[config.mk]
export PLATFORM = sky130hd
export DESIGN_NAME = sle_cell
export DESIGN_NICKNAME = d
export VERILOG_FILES = /design/src/sle_pkg.sv /design/src/sle_cell.sv
export SDC_FILE = /design/constraint.sdc
export NUM_CORES = 1
export LEC_CHECK = 0
export BUFFER_PORTS_ARGS = -buffer_cell sky130_fd_sc_hd__clkbuf_2
export CAP_MARGIN = 20
export CORE_ASPECT_RATIO = 0.9
export CORE_MARGIN = 3
export CORE_UTILIZATION = 45
export CTS_CLUSTER_SIZE = 10
export DETAILED_ROUTE_END_ITERATION = 8
export PLACE_DENSITY = 0.82
export SLEW_MARGIN = 30
export SYNTH_ARGS = -nofsm -noshare
export SYNTH_HDL_FRONTEND = slang
export SYNTH_SLANG_ARGS = --single-unit
[constraint.sdc]
create_clock -name clk -period 3.2 [get_ports clk]
set_input_delay 0.16 -clock clk [delete_from_list [all_inputs] [get_ports clk]]
set_output_delay 0.16 -clock clk [all_outputs]
set_load 0.01 [all_outputs]
[src/sle_pkg.sv]
// ----------------------------------------------------------------------------
// sle_pkg - shared types and constants for the sorted list engine
// Command and status codes, field widths and the per-cycle cell control word.
// ----------------------------------------------------------------------------
package sle_pkg;

  localparam int DEPTH_DEF = 64;

  localparam int CMD_W    = 2;
  localparam int VAL_W    = 32;
  localparam int STATUS_W = 2;
  localparam int FIELD_W  = 7;   // width of the position and count result fields

  localparam int IN_DATA_W  = 40;  // command + value, padded to whole bytes
  localparam int OUT_DATA_W = 16;  // status + position + count

  typedef enum logic [CMD_W-1:0] {
    CMD_INSERT = 2'd0,
    CMD_DELETE = 2'd1,
    CMD_SEARCH = 2'd2,
    CMD_NOP    = 2'd3
  } cmd_t;

  typedef enum logic [STATUS_W-1:0] {
    ST_OK       = 2'd0,
    ST_FULL     = 2'd1,
    ST_NOTFOUND = 2'd2
  } status_t;

  // control word broadcast down the row of cells
  typedef struct packed {
    logic cmp;   // capture compare flags against the key
    logic ins;   // shift up and write the key
    logic del;   // shift down over the removed entry
    cmd_t cmd;   // selects which boundary mark a cell reports
  } sle_ctl_t;

endpackage

[src/sle_cell.sv]
// ----------------------------------------------------------------------------
// sle_cell - one slot of the sorted list
// Holds one entry, compares it with the broadcast key and moves data to or
// from its neighbors on insert and delete.
// ----------------------------------------------------------------------------
module sle_cell
  import sle_pkg::*;
#(
  parameter int DEPTH = DEPTH_DEF,
  parameter int IDX   = 0
) (
  input  logic                           clk,
  input  logic                           rst_n,
  input  sle_ctl_t                       ctl,
  input  logic signed [VAL_W-1:0]        key,
  input  logic [$clog2(DEPTH+1)-1:0]     count,
  input  logic signed [VAL_W-1:0]        prev_val,
  input  logic                           prev_gtx,
  input  logic                           prev_eq,
  input  logic signed [VAL_W-1:0]        next_val,
  input  logic                           next_eq,
  output logic signed [VAL_W-1:0]        val,
  output logic                           gtx,
  output logic                           eq,
  output logic                           mark
);

  localparam int CW = $clog2(DEPTH+1);

  logic signed [VAL_W-1:0] val_r, val_nxt;
  logic                    gt_r, gt_nxt;
  logic                    eq_r, eq_nxt;
  logic                    occupied;
  logic                    append_slot;
  logic                    last_eq;

  assign occupied    = count > CW'(IDX);
  assign append_slot = count == CW'(IDX);

  // append slot counts as "greater" so an insert with no greater entry lands there
  assign gtx     = gt_r | append_slot;
  assign eq      = eq_r;
  assign val     = val_r;
  assign last_eq = eq_r & ~next_eq;

  always_comb begin
    case (ctl.cmd)
      CMD_INSERT: mark = gtx & ~prev_gtx;
      CMD_DELETE: mark = last_eq;
      CMD_SEARCH: mark = eq_r & ~prev_eq;
      default:    mark = 1'b0;
    endcase
  end

  always_comb begin
    gt_nxt  = gt_r;
    eq_nxt  = eq_r;
    val_nxt = val_r;
    if (ctl.cmp) begin
      gt_nxt = occupied & (val_r > key);
      eq_nxt = occupied & (val_r == key);
    end
    if (ctl.ins && gtx) begin
      val_nxt = prev_gtx ? prev_val : key;
    end
    if (ctl.del && (gt_r || last_eq)) begin
      val_nxt = next_val;
    end
  end

  always_ff @(posedge clk) begin
    val_r <= val_nxt;
    if (!rst_n) begin
      gt_r <= 1'b0;
      eq_r <= 1'b0;
    end else begin
      gt_r <= gt_nxt;
      eq_r <= eq_nxt;
    end
  end

endmodule

==> out/results.md, run 1 <==
| Metric | Value |
| --- | --- |
| Status | complete, no violations |
| Total cell area at the placement stage | 0.00339 mm2 |
| Area Growth Syn to Fin | 34.4% |
| Clock tree root buffer cell | sky130_fd_sc_hd__clkbuf_8 |
| Fraction of the yosys area taken by sequential cells | 38.7% |
| Period minus WS final | 2870 ps |
| Resized Gates After CTS | 0 |
| Period utilisation layout | 89.6% |
| Number of instances in the synthesized netlist | 278 |
| Final antenna-violating net count | 0 |
| Top achievable clock speed | 0.349 GHz |
| Clock tree from TritonCTS | done |
| Placer congestion estimate | 0.789 |
| Final non-filler cell total | 491 |
| Starting utilization of the core area | 47.7% |
| Total number of vias | 2450 |
| Min-Delay Path Class | primary input to flop |
| Aggregate negative setup slack | 0 ps |
| Setup slack after placement | 343 ps |
| Remaining max-slew budget at the tightest pin | 57.4% |
| DRC violations left | 0 |
| Post-DP HPWL | 5380 um |
| Die X-Extent | 85.9 um |
| Maximum number of pins on one net before global-route repair | 39 |
| Post-route setup slack | 332 ps |
| End-of-flow core utilization | 64.2% |
| DR vias/cell | 4.99 |
| Dominant synthesized flop cell | sky130_fd_sc_hd__edfxtp_1 |
| Distinct cell type count of the synthesized netlist | 30 |
| Initial antenna violation count | 0 |
| FF/Latch Area | 0.00100 mm2 |
| Number of flip-flops and latches in the synthesized netlist | 34 |
| Launch point of the worst reg-to-reg path | val[31]$_DFFE_PP_ |
| Leak Pwr | 1.85 nW |
| Count of boundary I/O pins | 148 |
| Cell count after placement | 483 |
| Clock Sinks | 34 |
| Worst Path Class, Setup | flop to flop |
| Starting DRT DRC Count | 59 |
| Final Hold Violating Endpoints | 0 |
| Largest fanout on the critical path | 5 |
| Number of warnings reported in the yosys synthesis log | 0 |
| Crit start category | flop |
| Worst-path clk slew | 70 ps |
| Inserted Clock Buffers | 5 |
| Global Route Usage Sum | 19.2% |
| Hold Crit Start | rst_n |
| Slew at the pin closest to its max-slew limit | 636 ps |
| Number of H-tree levels | 2 |
| WL per Instance | 13.1 um |
| Die height | 77.9 um |
| Synth cell count leaders | sky130_fd_sc_hd__a21oi_1 (45), sky130_fd_sc_hd__nor2_1 (38), sky130_fd_sc_hd__inv_1 (33), sky130_fd_sc_hd__mux2i_1 (33) |
| Mapped Area | 0.00258 mm2 |
| Final global-route overflow total | 0 |
| Critical path launch point | val[31]$_DFFE_PP_ |
| Required arrival time at the worst endpoint | 3360 ps |
| Cts-stage hold buffer count | 0 |
| Number of synthesized flops with an enable pin | 32 |
| Filler cell count in the final layout | 466 |
| Fin Clk Skew | 2.90 ps |
| Total chip power | 1.23 mW |
| Post-synthesis net count | 423 |
| Arrival time at the worst endpoint | 3030 ps |
| Cell area after layout | 0.00347 mm2 |
| Number of max-capacitance violations reported | 0 |
| Number of nets in the final layout | 568 |
| Diodes inserted | 0 |
| Cell type with the largest total area after synthesis | sky130_fd_sc_hd__edfxtp_1 |
| Wire length of the first global-routing pass | 10400 um |
| Fraction of layout cells with a size suffix above 1 | 37.5% |
| Multi-input gate area in the final layout | 0.00143 mm2 |
| Detailed-route wire length | 6440 um |
| VDD IR max | 0.203 mV |
| Vias in the first global route | 2442 |
| Std-Cell Rows | 25 |
| Unrepaired setup endpoints after global routing | false |
| Number of setup buffers added after CTS | 0 |
| Pre-antenna DRT Iters | 4 |
| Proportion of netlist area held by the largest area contributor | 37.2% |
| Buffers from clock root to sink, at most | 2 |
| Final max-slew violation count | 0 |
| Core Region | 0.00541 mm2 |
| Type of destination of the critical path | flop |
| Die outline area | 0.00669 mm2 |
| Avg Inst Size Synth | 9.29 um2 |
| Fraction of registers with async set/reset | 0% |
| Count of port buffers added during placement | 147 |
| Power per cell area | 355 mW/mm2 |
| Most numerous cell in the Yosys netlist | sky130_fd_sc_hd__a21oi_1 |
| Insertion delay of the later-clocked pin in the worst-skew pair | 280 ps |
| Min Hold Slack | 118 ps |
| Total setup violations reported at the end of the flow | 0 |
| Top cells by area, synth | sky130_fd_sc_hd__edfxtp_1 (37%), sky130_fd_sc_hd__ha_1 (15%), sky130_fd_sc_hd__mux2i_1 (13%) |
## final timing paths
| path | to | slack [ps] | depth (start not counted) |
|---|---|---|---|
| max | gt_r$_SDFFE_PN0P_ | 330 | 7 |
| min | eq$_SDFFE_PN0P_ | 120 | 2 |
| max reg2reg | gt_r$_SDFFE_PN0P_ | 330 | 7 |
| min reg2reg | eq$_SDFFE_PN0P_ | 560 | 2 |
## critical path: stages, from the launching register on
cell,delay (ps)
sky130_fd_sc_hd__edfxtp_1,390
sky130_fd_sc_hd__ha_1,360
sky130_fd_sc_hd__nand4_2,170
sky130_fd_sc_hd__or4_1,560
sky130_fd_sc_hd__or4_4,560
sky130_fd_sc_hd__and3_1,220
sky130_fd_sc_hd__o311a_1,140
sky130_fd_sc_hd__or3_1,350
## sequential cells by signal, indices dropped and copies added (netlist names)
name,flops
val,32
eq,1
gt_r,1
## cells by family (layout without fill, tap and decap cells)
group / Yosys count / after routing / synth area share (%)
adders and majority gates: 32 / 32 / 15.5
and+or+nand+nor: 75 / 75 / 13.8
DFF: 34 / 34 / 38.7
muxes: 33 / 33 / 12.8
AOI/OAI and AO/OA: 60 / 60 / 12.8
buffers and inverters: 44 / 190 / 6.39
## final cells by class
class	instances	area share, %
Multi-Input combinational cell	200	41.2
Sequential cell	34	28.8
Timing Repair Buffer	149	21.7
Inverter	33	3.57
Tap cell	67	2.41
Clock buffer	6	2.09
Clock inverter	2	0.252
## power by group
part / total [mW] / internal, mW / switching [mW]
registers: 0.568 / 0.546 / 0.0219
logic: 0.364 / 0.167 / 0.197
clock network: 0.300 / 0.150 / 0.150
total: 1.23 / 0.863 / 0.369
## layout by cell type (no fill, tap or decap), drive strengths merged
| master | n |
|---|---|
| clkbuf | 153 |
| a21oi | 45 |
| nor2 | 38 |
| inv | 33 |
| mux2i | 33 |
| ha | 32 |
| edfxtp | 32 |
| nand2 | 11 |
| nand4 | 8 |
| o21ai | 5 |
| nor2b | 3 |
| a211oi | 3 |
| nand3 | 3 |
| or4 | 3 |
| nor4 | 2 |
| nor3b | 2 |
| nor3 | 2 |
| o211ai | 2 |
| dfxtp | 2 |
| buf | 2 |
| clkinv | 2 |
| o41ai | 1 |
| or2 | 1 |
| a22oi | 1 |
| a21o | 1 |
| and3 | 1 |
| o311a | 1 |
| o2bb2ai | 1 |
| or3 | 1 |
## metal layers
metal	vias to the layer above	GRT usage, %	wire length [um]
li1	1293	-	-
met1	1056	23.4	2760
met2	97	33.1	3060
met3	4	5.20	574
met4	0	5.22	48
met5	-	0	0
(Power assumes the default switching activity.)
==> run 2, diff against run 1 <==
CORE_MARGIN = unset   (was 3)
SLEW_MARGIN = unset   (was 30)
==> out/results.md, run 2 (synthesis results as in run 1) <==
| Metric | Value | vs previous |
| --- | --- | --- |
| Crit start category | flop |  |
| Wire length of the first global-routing pass | 9920 um | -4.6% |
| Fin Clk Skew | 4.08 ps | +1.18 ps |
| Starting utilization of the core area | 48.0% | +0.28 points |
| Min Hold Slack | 138 ps | +19.8 ps |
| DRC violations left | 0 | unchanged |
| Number of H-tree levels | 2 | unchanged |
| WL per Instance | 13.3 um | +1.3% |
| Most frequent cells in the layout | sky130_fd_sc_hd__clkbuf_2 (147), sky130_fd_sc_hd__a21oi_1 (45), sky130_fd_sc_hd__nor2_1 (38), sky130_fd_sc_hd__inv_1 (33), sky130_fd_sc_hd__mux2i_1 (33) |  |
| Period minus WS final | 2900 ps | +30.3 ps |
| Fraction of layout cells with a size suffix above 1 | 37.9% | +0.38 points |
| Slew at the pin closest to its max-slew limit | 1100 ps | +461 ps |
| FF/Latch Area | 0.00100 mm2 | unchanged |
| Cts-stage hold buffer count | 0 | unchanged |
| Inserted Clock Buffers | 5 | unchanged |
| Die outline area | 0.00605 mm2 | -9.6% |
| Final Hold Violating Endpoints | 0 | unchanged |
| Total setup violations reported at the end of the flow | 0 | unchanged |
| Top achievable clock speed | 0.345 GHz | -1.0% |
| Most common cell after layout, fill and taps aside | sky130_fd_sc_hd__clkbuf_2 |  |
| Flip-flop count of the largest register, all copies and words added | 32 | unchanged |
| Status | complete, no violations |  |
| Period utilisation layout | 90.6% | +0.95 points |
| Post-route setup slack | 302 ps | -30.3 ps |
| Type of destination of the critical path | flop |  |
| Insertion delay of the later-clocked pin in the worst-skew pair | 280 ps | about the same |
| Die X-Extent | 81.9 um | -4.7% |
| VDD IR max | 0.208 mV | +2.5% |
| Number of setup buffers added after CTS | 0 | unchanged |
| Area Growth Syn to Fin | 35.0% |  |
| Placer congestion estimate | 0.770 | -2.4% |
| Post-DP HPWL | 5270 um | -2.0% |
| Required arrival time at the worst endpoint | 3360 ps | about the same |
| Pre-antenna DRT Iters | 4 | unchanged |
| Maximum number of pins on one net before global-route repair | 40 | +2.6% |
| Arrival time at the worst endpoint | 3060 ps | +30 ps |
| Power per cell area | 364 mW/mm2 | +2.5% |
| Total number of vias | 2474 | +0.98% |
| Die height | 73.9 um | -5.1% |
| Final global-route overflow total | 0 | unchanged |
| Unrepaired setup endpoints after global routing | false |  |
| Final max-slew violation count | 0 | unchanged |
| Buffers from clock root to sink, at most | 2 | unchanged |
| Vias in the first global route | 2311 | -5.4% |
| Initial antenna violation count | 0 | unchanged |
| Clock tree root buffer cell | sky130_fd_sc_hd__clkbuf_8 |  |
| Std-Cell Rows | 25 | unchanged |
| Diodes inserted | 0 | unchanged |
| Number of max-capacitance violations reported | 0 | unchanged |
| Worst-path clk slew | 70 ps | about the same |
| Worst Path Class, Setup | flop to flop |  |
| Setup slack after placement | 362 ps | +19.7 ps |
| Core Region | 0.00538 mm2 | -0.58% |
| Aggregate negative setup slack | 0 ps | unchanged |
| Final antenna-violating net count | 0 | unchanged |
| Starting DRT DRC Count | 65 | +10% |
| Largest fanout on the critical path | 5 | unchanged |
| Clock tree from TritonCTS | done |  |
| Global Route Usage Sum | 22.2% | +3.0 points |
| Detailed-route wire length | 6540 um | +1.5% |
| Resized Gates After CTS | 0 | unchanged |
| Clock Sinks | 34 | unchanged |
| Number of nets in the final layout | 569 | +0.18% |
| Filler cell count in the final layout | 485 | +4.1% |
| Remaining max-slew budget at the tightest pin | 26.8% | -31 points |
| Count of boundary I/O pins | 148 | unchanged |
| DR vias/cell | 5.03 | +0.77% |
| Multi-input gate area in the final layout | 0.00143 mm2 | unchanged |
| Leak Pwr | 1.86 nW | +0.57% |
| Min-Delay Path Class | primary input to flop |  |
| Count of port buffers added during placement | 147 | unchanged |
run 2: changes by cell type in the layout (fill, tap and decap cells not counted):
cell | previous run | this run
sky130_fd_sc_hd__clkbuf_8 | 5 | 6
sky130_fd_sc_hd__clkinv_1 | 1 | 0
sky130_fd_sc_hd__clkbuf_2 | 146 | 147
sky130_fd_sc_hd__clkbuf_4 | 1 | 0
sky130_fd_sc_hd__buf_4 | 2 | 3
run 2: layout make-up:
| cell class | instances | share of cell area (%) |
|---|---|---|
| flip-flops and latches | 34 | 28.7 |
| repair buffers | 150 | 21.7 |
| well taps | 67 | 2.40 |
| clock inverters | 1 | 0.144 |
| clock buffers | 7 | 2.48 |
| inverters | 33 | 3.55 |
| multi-input cells | 200 | 41.0 |
run 2: report_power, final:
group | leakage, nW | switching, mW | internal [mW]
Sequential | 0.311 | 0.0221 | 0.546
Combinational | 1.50 | 0.200 | 0.171
Clock | 0.0482 | 0.156 | 0.174
Total | 1.86 | 0.378 | 0.890
run 2: worst paths after layout:
check	startpoint	end	slack [ps]	cells past startpoint
max	val[30]$_DFFE_PP_	gt_r$_SDFFE_PN0P_	300	7
min	rst_n	eq$_SDFFE_PN0P_	140	2
min reg2reg	eq$_SDFFE_PN0P_	eq$_SDFFE_PN0P_	570	2
max reg2reg	val[30]$_DFFE_PP_	gt_r$_SDFFE_PN0P_	300	7
run 2: through the flow:
step / cells / power, mW / area, um2 / utilization [%]
4_1_cts: 492 / 1.28 / 3490 / 64.8
6_report: 492 / 1.27 / 3490 / 64.8
5_1_grt: 492 / 1.35 / 3490 / 64.8
2_1_floorplan: 278 / 0.782 / 2580 / -
3_3_place_gp: 484 / 0.936 / 3400 / 63.1
3_5_place_dp: 484 / 0.949 / 3400 / 63.1
run 2: critical path, stage by stage, from the launching register on:
cell and delay (ps):
sky130_fd_sc_hd__edfxtp_1 420, sky130_fd_sc_hd__ha_1 350, sky130_fd_sc_hd__nand4_2 170, sky130_fd_sc_hd__or4_1 590
sky130_fd_sc_hd__or4_4 570, sky130_fd_sc_hd__and3_1 220, sky130_fd_sc_hd__o311a_1 120, sky130_fd_sc_hd__or3_1 350
run 2: metal layers:
layer	vias to the layer above	part of all wire, %	track usage (%)	routed length, um
li1	1291	-	-	-
met1	1083	42	24.7	2740
met2	98	51	39.9	3320
met3	2	6.8	7.70	447
met4	0	0.44	5.46	29
met5	-	0	0	0
