[src/sle_pkg.sv]
// ----------------------------------------------------------------------------
// sle_pkg - shared types and constants for the sorted list engine
// Command and status codes, field widths and the per-cycle cell control word.
// ----------------------------------------------------------------------------
package sle_pkg;

  localparam int DEPTH_DEF = 64;

  localparam int CMD_W    = 2;
  localparam int VAL_W    = 32;
  localparam int STATUS_W = 2;
  localparam int FIELD_W  = 7;   // width of the position and count result fields

  localparam int IN_DATA_W  = 40;  // command + value, padded to whole bytes
  localparam int OUT_DATA_W = 16;  // status + position + count

  typedef enum logic [CMD_W-1:0] {
    CMD_INSERT = 2'd0,
    CMD_DELETE = 2'd1,
    CMD_SEARCH = 2'd2,
    CMD_NOP    = 2'd3
  } cmd_t;

  typedef enum logic [STATUS_W-1:0] {
    ST_OK       = 2'd0,
    ST_FULL     = 2'd1,
    ST_NOTFOUND = 2'd2
  } status_t;

  // control word broadcast down the row of cells
  typedef struct packed {
    logic cmp;   // capture compare flags against the key
    logic ins;   // shift up and write the key
    logic del;   // shift down over the removed entry
    cmd_t cmd;   // selects which boundary mark a cell reports
  } sle_ctl_t;

endpackage

[src/sle_pos_enc.sv]
// ----------------------------------------------------------------------------
// sle_pos_enc - boundary position encoder
// Turns the one-hot boundary marks of the cell row into a binary index.
// ----------------------------------------------------------------------------
module sle_pos_enc
  import sle_pkg::*;
#(
  parameter int DEPTH = DEPTH_DEF
) (
  input  logic [DEPTH-1:0]             marks,
  output logic [$clog2(DEPTH)-1:0]     idx,
  output logic                         any
);

  localparam int IW = $clog2(DEPTH);

  always_comb begin
    idx = '0;
    for (int i = 0; i < DEPTH; i++) begin
      if (marks[i]) begin
        idx = idx | IW'(i);
      end
    end
  end

  assign any = |marks;

endmodule

[config.mk]
export PLATFORM = sky130hd
export DESIGN_NAME = sle_pos_enc
export DESIGN_NICKNAME = d
export VERILOG_FILES = /design/src/sle_pkg.sv /design/src/sle_pos_enc.sv
export SDC_FILE = /design/constraint.sdc
export NUM_CORES = 1
export LEC_CHECK = 0
export BUFFER_PORTS_ARGS = -buffer_cell sky130_fd_sc_hd__buf_2
export CAP_MARGIN = 25
export CORE_AREA = 2 2 40 42
export DETAILED_ROUTE_END_ITERATION = 8
export DIE_AREA = 0 0 42 44
export MAX_ROUTING_LAYER = met4
export PLACE_DENSITY_LB_ADDON = 0.08
export SLEW_MARGIN = 20
export SYNTH_ARGS = -nofsm -noshare
export SYNTH_HDL_FRONTEND = slang
export SYNTH_SLANG_ARGS = --single-unit
[constraint.sdc]
create_clock -name vclk -period 2.3
set_input_delay 0.69 -clock vclk [all_inputs]
set_output_delay 0.69 -clock vclk [all_outputs]
set_load 0.05 [all_outputs]
==> flow_metrics.env, run 1 <==
export IMPL_outcome="finished with violations"
export IMPL_violations="negative setup slack"
export IMPL_initial_core_util_pct=24.78
export IMPL_p_leak_nw=0.5128
export IMPL_crit_family="simple AND/OR/NAND/NOR gates"
export IMPL_rsz0062_at_grt="true"
export IMPL_synth_avg_cell_area_um2=6.062
export IMPL_synth_mux_area_share_pct=0
export IMPL_hold_viol_final=0
export IMPL_core_um2=1419
export IMPL_first_pass_iters=4
export IMPL_design_seq_count=0
export IMPL_num_antenna_cells=0
export IMPL_min_path_cells=4
export IMPL_instances_no_fill=165
export IMPL_critPathMaxStageDelay_ns=0.34
export IMPL_maxCapViolCount=0
export IMPL_cp_max_fo=2
export IMPL_synth_compound_area_share_pct=0
export IMPL_fin_nets=215
export IMPL_seq_area_frac_synth_pct=0
export IMPL_synth_top_family_by_area="simple AND/OR/NAND/NOR gates"
export IMPL_drcViolationCount=0
export IMPL_vias_per_cell=6.606
export IMPL_yosysUniqueCellTypes=10
export IMPL_grt_max_degree=4
export IMPL_yosys_area_share_simple_pct=100.0
export IMPL_fp_dieH_um=44
export IMPL_crit_path_top_delay_cell="nor4_2"
export IMPL_seq_area_um2=0
export IMPL_synth_nets=122
export IMPL_endpoint_kind="output pin"
export IMPL_fill_cells=41
export IMPL_slew_violations=0
export IMPL_whs_ns=1.759
export IMPL_rows=14
export IMPL_synth_top_cells_by_area="nor4_1, nor4_2, nand4_1, nor2_1, nand3_1"
export IMPL_drt_antenna_violating_nets=0
export IMPL_finalSetupViolations=7
export IMPL_worstSetupPathDepth=6
export IMPL_antenna_found_initial=0
export IMPL_dp_cells=164
export IMPL_drt_iter0_markers=67
export IMPL_dieArea_um2=1848
export IMPL_synthAdderAreaFrac_pct=0
export IMPL_vias=1090
export IMPL_synthCells=58
export IMPL_netlist_area_um2=351.6
export IMPL_start_kind="primary input"
export IMPL_min_period_ns=2.571
export IMPL_max_freq_mhz=388.9
export IMPL_p_total_mw=0.1900
export IMPL_place_area_um2=980.9
export IMPL_crit_chain="buf_2 > nor4_2 > nand2_1 > nor3_2 > nand3_2 > buf_6"
export IMPL_hp_class="primary input to output pin"
export IMPL_drive_above_1_share_pct=82.55
export IMPL_synth_top_area_share_pct=39.15
export IMPL_fin_ws_ns=-0.2712
export IMPL_fin_area_um2=1336
export IMPL_hpwl_um=1868
export IMPL_hold_buffers=0
export IMPL_port_buffer_count=71
export IMPL_grt_usage_pct=37.86
export IMPL_crit_buf_inv=2
export IMPL_grt_pass1_vias=1139
export IMPL_critical_path_class="primary input to output pin"
export IMPL_grt_pass1_wl_um=5126
export IMPL_fin_crit_sh_pct=111.8
export IMPL_power_density_nw_per_um2=142.2
export IMPL_place_congestion=0.8862
export IMPL_nClkBuffers=0
export IMPL_detail_route_wirelength_um=4167
export IMPL_yosysWarnings=0
export IMPL_critPathRequiredTime_ns=1.61
export IMPL_ir_drop_uv=125.1
export IMPL_synth_xor_area_share_pct=0
export IMPL_routedWlPerCell_um=25.25
export IMPL_dp_worst_setup_slack_ns=-0.2907
export IMPL_syn_to_final_growth_pct=280.1
export IMPL_yosysTopAreaCell="nor4_1"
export IMPL_slew_headroom_pct=72.56
export IMPL_worst_ep_arrival_time_ns=1.88
export IMPL_worst_slew_pin_slew_ns=0.4079
export IMPL_die_w_um=42
export IMPL_io_pins=71
export IMPL_overflow=0
## worst min-delay path: cells and delay by family
kind | cells | cell delay [ns]
buf+inv | 2 | 0.24
simple gates | 2 | 0.13
## cell usage in the layout (no fill, tap or decap), drive strengths merged
| master | instances |
|---|---|
| and3 | 1 |
| nor3 | 1 |
| and4 | 1 |
| or3 | 2 |
| nand4 | 6 |
| nand2 | 5 |
| nor2 | 10 |
| buf | 91 |
| nor4 | 27 |
| nand3 | 5 |
## path summary, 6_finish.rpt
check  startpoint      to  slack, ns
max      marks[5]     any      -0.27
min     marks[20]  idx[2]       1.76
## metal layers
| layer | track usage [%] | up-vias | routed length, um |
|---|---|---|---|
| met2 | 71.25 | 129 | 2009 |
| met4 | 18.06 | 0 | 415 |
| met1 | 38.52 | 475 | 1292 |
| li1 | - | 438 | - |
| met5 | - | - | 0 |
| met3 | 5.000 | 48 | 450 |
## through the flow
step / util [%] / TNS [ns]
6_report: 94.18 / -1.712
5_1_grt: 94.18 / -1.938
4_1_cts: 88.89 / -0.7204
3_5_place_dp: 69.14 / -1.478
3_3_place_gp: 69.14 / -1.469
2_1_floorplan: - / -0.1512
## power breakdown
part / internal (mW) / leakage [nW] / total (mW) / switching [mW]
Sequential: 0 / 0 / 0 / 0
Clock: 0 / 0 / 0 / 0
Combinational: 0.0964 / 0.513 / 0.190 / 0.0936
## area by class of cell
class,count,area [um^2],share of cell area (%)
Timing Repair Buffer,91,674.4,50.47
Tap cell,16,20.02,1.498
Multi-Input combinational cell,58,641.9,48.03
## cell usage after synthesis
cell type   n
and3_1      1
and4_1      1
nand2_1     5
nand3_1     5
nand4_1     6
nor2_1     10
nor3_1      1
nor4_1     22
nor4_2      5
or3_1       2
## cells by family after synthesis
group,Yosys count
simple gates,58
## what timing repair did
action / in CTS / in global routing
endpoints found under the setup margin: 7 / 7
hold endpoints to repair: 0 / 0
buffers inserted: 1 / 0
gates resized for setup: 59 / 14
pin swaps: 25 / 12
Power figures use the tool's default switching activity.
==> run 2, diff against run 1 <==
TNS_END_PERCENT = 20   (was unset)
==> run 2 against run 1 <==
Net effect: the run still ends with negative setup slack left; via count down 15%; cell area down 7.6%; fmax up 3.3%; first-iteration DRC count down 84%; global-route usage down 10 points; core utilization down 7.1 points; hold slack better by 0.016 ns; critical path type unchanged; critical endpoint is now idx[4]; highest routed layer unchanged.
==> flow_metrics.env, run 2 (synthesis results as in run 1) <==
export IMPL_outcome="finished with violations"
export IMPL_violations="negative setup slack"
export IMPL_fp_dieH_um=44
export IMPL_port_buffer_count=71
export IMPL_grt_pass1_wl_um=3919
export IMPL_dp_worst_setup_slack_ns=-0.3078
export IMPL_p_leak_nw=0.4942
export IMPL_core_um2=1419
export IMPL_worstHoldStart="marks[19]"
export IMPL_grt_max_degree=4
export IMPL_maxCapViolCount=0
export IMPL_place_congestion=0.8681
export IMPL_cp_max_fo=2
export IMPL_drcViolationCount=0
export IMPL_dieArea_um2=1848
export IMPL_min_period_ns=2.488
export IMPL_seq_area_um2=0
export IMPL_die_w_um=42
export IMPL_place_area_um2=910.9
export IMPL_fin_ws_ns=-0.1885
export IMPL_slew_headroom_pct=75.87
export IMPL_io_pins=71
export IMPL_endpoint_kind="output pin"
export IMPL_ir_drop_uv=99.11
export IMPL_worst_ep_arrival_time_ns=1.80
export IMPL_nClkBuffers=0
export IMPL_drt_iter0_markers=11
export IMPL_critPathRequiredTime_ns=1.61
export IMPL_hold_buffers=0
export IMPL_min_path_cells=4
export IMPL_hpwl_um=1811
export IMPL_num_antenna_cells=0
export IMPL_antenna_found_initial=0
export IMPL_syn_to_final_growth_pct=251.2
export IMPL_final_common_cell="buf_2"
export IMPL_rsz0062_at_grt="true"
export IMPL_detail_route_wirelength_um=2656
export IMPL_fill_cells=84
export IMPL_design_seq_count=0
export IMPL_vias=922
export IMPL_rows=14
export IMPL_vias_per_cell=5.456
export IMPL_start_kind="primary input"
export IMPL_finalSetupViolations=7
export IMPL_initial_core_util_pct=24.78
export IMPL_hold_viol_final=0
export IMPL_routedWlPerCell_um=15.72
export IMPL_grt_pass1_vias=928
export IMPL_first_pass_iters=4
export IMPL_mostFrequentLayoutCells="buf_2, buf_4, nor4_4"
export IMPL_fin_nets=219
export IMPL_power_density_nw_per_um2=127.6
export IMPL_drive_above_1_share_pct=80.39
export IMPL_critical_path_class="primary input to output pin"
export IMPL_whs_ns=1.774
export IMPL_whs_endpoint="idx[0]"
export IMPL_hp_class="primary input to output pin"
export IMPL_p_total_mw=0.1576
export IMPL_overflow=0
export IMPL_max_freq_mhz=401.9
export IMPL_setup_tns_ns=-1.015
export IMPL_drt_antenna_violating_nets=0
export IMPL_fin_area_um2=1235
export IMPL_grt_usage_pct=27.77
export IMPL_worst_slew_pin_slew_ns=0.3586
export IMPL_slew_violations=0
export IMPL_fin_crit_sh_pct=108.2
-- run 2: changes by cell type in the layout (fill, tap and decap cells not counted), moves of 2 or more --
cell / previous run / this run
buf_6: 17 / 9
buf_2: 50 / 60
buf_8: 7 / 1
buf_4: 17 / 25
nor4_1: 4 / 6
-- run 2: timing repair --
action	in CTS	in global routing
pin swaps	6	15
endpoints found under the setup margin	7	7
gates resized for setup	34	22
buffers inserted	0	3
-- run 2: report_power, final --
part           internal (mW)  switching, mW
Combinational         0.0798         0.0778
Clock                      0              0
Sequential                 0              0
Total                 0.0798         0.0778
-- run 2: area by class of cell --
type / count / area (um^2) / share of cell area [%]
Timing Repair Buffer: 95 / 604.3 / 48.94
Tap cell: 16 / 20.02 / 1.621
Multi-Input combinational cell: 58 / 610.6 / 49.44
-- run 2: worst max-delay path, cell delays in order --
cell     delay [ns]
buf_2          0.13
nor4_4         0.30
nand3_1        0.14
or3_4          0.38
buf_6          0.16
-- run 2: how the worst max path moves through the flow --
stage / end / slack (ns) / start
floorplan: idx[3] / -0.1 / marks[60]
CTS: idx[4] / -0.17 / marks[53]
detailed placement: idx[4] / -0.31 / marks[29]
finish: idx[4] / -0.19 / marks[49]
global placement: any / -0.28 / marks[44]
global route: idx[4] / -0.25 / marks[29]
-- run 2: metrics by stage --
| step | cells | util (%) |
|---|---|---|
| 2_1_floorplan | 58 | - |
| 3_3_place_gp | 166 | 64.20 |
| 3_5_place_dp | 166 | 64.20 |
| 4_1_cts | 166 | 78.04 |
| 5_1_grt | 169 | 87.04 |
| 6_report | 169 | 87.04 |
-- run 2: metal layers --
| metal | GRT usage, % | wire, um |
|---|---|---|
| met1 | 31.11 | 968 |
| met5 | - | 0 |
| met2 | 56.88 | 1519 |
| met3 | 1.250 | 141 |
| met4 | 0 | 27 |
==> run 3, diff against run 2 <==
PLACE_DENSITY = 0.88   (was unset)
PLACE_DENSITY_LB_ADDON = unset   (was 0.08)
==> run 3 against run 2 <==
Net effect: the flow still finishes with violations (negative setup slack); cell count down 3.0%; critical path depth unchanged; first-iteration DRC count up 100%; non-clock buffer count down 5; setup slack worse by 0.051 ns; fmax down 2.0%; wire length up 16%; sequential share of layout area unchanged; clock-buffer cell count unchanged.
==> flow_metrics.env, run 3 (synthesis results as in run 1) <==
export IMPL_outcome="finished with violations"
export IMPL_violations="negative setup slack"
export IMPL_dieArea_um2=1848
export IMPL_place_area_um2=865.8
export IMPL_maxCapViolCount=0
export IMPL_hold_viol_final=0
export IMPL_overflow=0
export IMPL_fp_dieH_um=44
export IMPL_crit_family="simple AND/OR/NAND/NOR gates"
export IMPL_final_common_cell="buf_2"
export IMPL_grt_usage_pct=27.59
export IMPL_critPathMaxStageDelay_ns=0.42
export IMPL_drt_antenna_violating_nets=0
export IMPL_grt_max_degree=4
export IMPL_slew_violations=0
export IMPL_design_seq_count=0
export IMPL_vias_per_cell=6.079
export IMPL_worst_ep_arrival_time_ns=1.85
export IMPL_antenna_found_initial=0
export IMPL_rsz0062_at_grt="true"
export IMPL_slew_headroom_pct=76.27
export IMPL_vias=997
export IMPL_grt_pass1_vias=931
export IMPL_finalSetupViolations=7
export IMPL_endpoint_kind="output pin"
export IMPL_hold_buffers=0
export IMPL_syn_to_final_growth_pct=248.8
export IMPL_power_density_nw_per_um2=130.7
export IMPL_max_freq_mhz=393.8
export IMPL_rows=14
export IMPL_worstSetupPathDepth=5
export IMPL_crit_buf_inv=2
export IMPL_min_period_ns=2.539
export IMPL_start_kind="primary input"
export IMPL_initial_core_util_pct=24.78
export IMPL_critical_path_class="primary input to output pin"
export IMPL_fin_area_um2=1226
export IMPL_mostFrequentLayoutCells="buf_2, buf_4, nor4_4"
export IMPL_cp_max_fo=2
export IMPL_grt_pass1_wl_um=3850
export IMPL_fin_ws_ns=-0.2394
export IMPL_post_route_util_pct=86.42
export IMPL_fin_crit_sh_pct=110.4
export IMPL_crit_path_top_delay_cell="or3_4"
export IMPL_drcViolationCount=0
export IMPL_cp_startpoint="marks[27]"
export IMPL_die_w_um=42
export IMPL_crit_end="idx[4]"
export IMPL_hpwl_um=1929
export IMPL_io_pins=71
export IMPL_drt_iter0_markers=22
export IMPL_p_leak_nw=0.4821
export IMPL_fill_cells=77
export IMPL_worst_slew_pin_slew_ns=0.3526
export IMPL_drive_above_1_share_pct=79.05
export IMPL_port_buffer_count=71
export IMPL_num_antenna_cells=0
export IMPL_hp_class="primary input to output pin"
export IMPL_core_um2=1419
export IMPL_first_pass_iters=5
export IMPL_routedWlPerCell_um=18.73
export IMPL_ir_drop_uv=84.62
export IMPL_nClkBuffers=0
export IMPL_min_path_cells=4
export IMPL_place_congestion=0.8388
export IMPL_critPathRequiredTime_ns=1.61
export IMPL_whs_ns=1.770
export IMPL_crit_chain="buf_2 > nor4_4 > nand3_1 > or3_4 > buf_8"
export IMPL_seq_area_um2=0
export IMPL_detail_route_wirelength_um=3072
export IMPL_fin_nets=214
-- run 3: worst min path at each step --
stage | from | endpoint | slack (ns)
5_1_grt | marks[19] | idx[0] | 1.79
2_1_floorplan | marks[2] | any | 1.69
3_3_place_gp | marks[33] | idx[0] | 1.82
4_1_cts | marks[33] | idx[0] | 1.76
3_5_place_dp | marks[33] | idx[0] | 1.83
6_report | marks[19] | idx[0] | 1.77
-- run 3: area by class of cell --
type / instances / area (um^2) / area share (%)
multi-input cells: 58 / 603.1 / 49.18
well taps: 16 / 20.02 / 1.633
repair buffers: 90 / 603.1 / 49.18
-- run 3: power breakdown --
| part | switching [mW] | internal, mW |
|---|---|---|
| Sequential | 0 | 0 |
| Clock | 0 | 0 |
| Combinational | 0.0799 | 0.0803 |
| Total | 0.0799 | 0.0803 |
-- run 3: routing by layer --
metal	vias to the layer above	track usage, %	share of wire (%)
li1	438	-	-
met1	463	29.88	33
met2	74	53.13	51
met3	22	2.500	9.3
met4	0	7.742	6.9
met5	-	-	0
-- run 3: metrics by stage --
step / setup TNS, ns / power, mW / setup WS (ns) / std cells
detailed placement: -1.538 / 0.1052 / -0.3397 / 160
global placement: -1.350 / 0.1016 / -0.2601 / 160
floorplan: -0.3879 / 0.01453 / -0.09651 / 58
CTS: -0.7752 / 0.1310 / -0.1821 / 160
global route: -1.721 / 0.1682 / -0.3046 / 164
finish: -1.198 / 0.1602 / -0.2394 / 164
-- run 3: repair_timing --
item	4_1_cts	5_1_grt
gates cloned	0	0
resized for setup	36	26
endpoints found under the setup margin	7	7
pin swaps	7	18
setup buffers	0	4
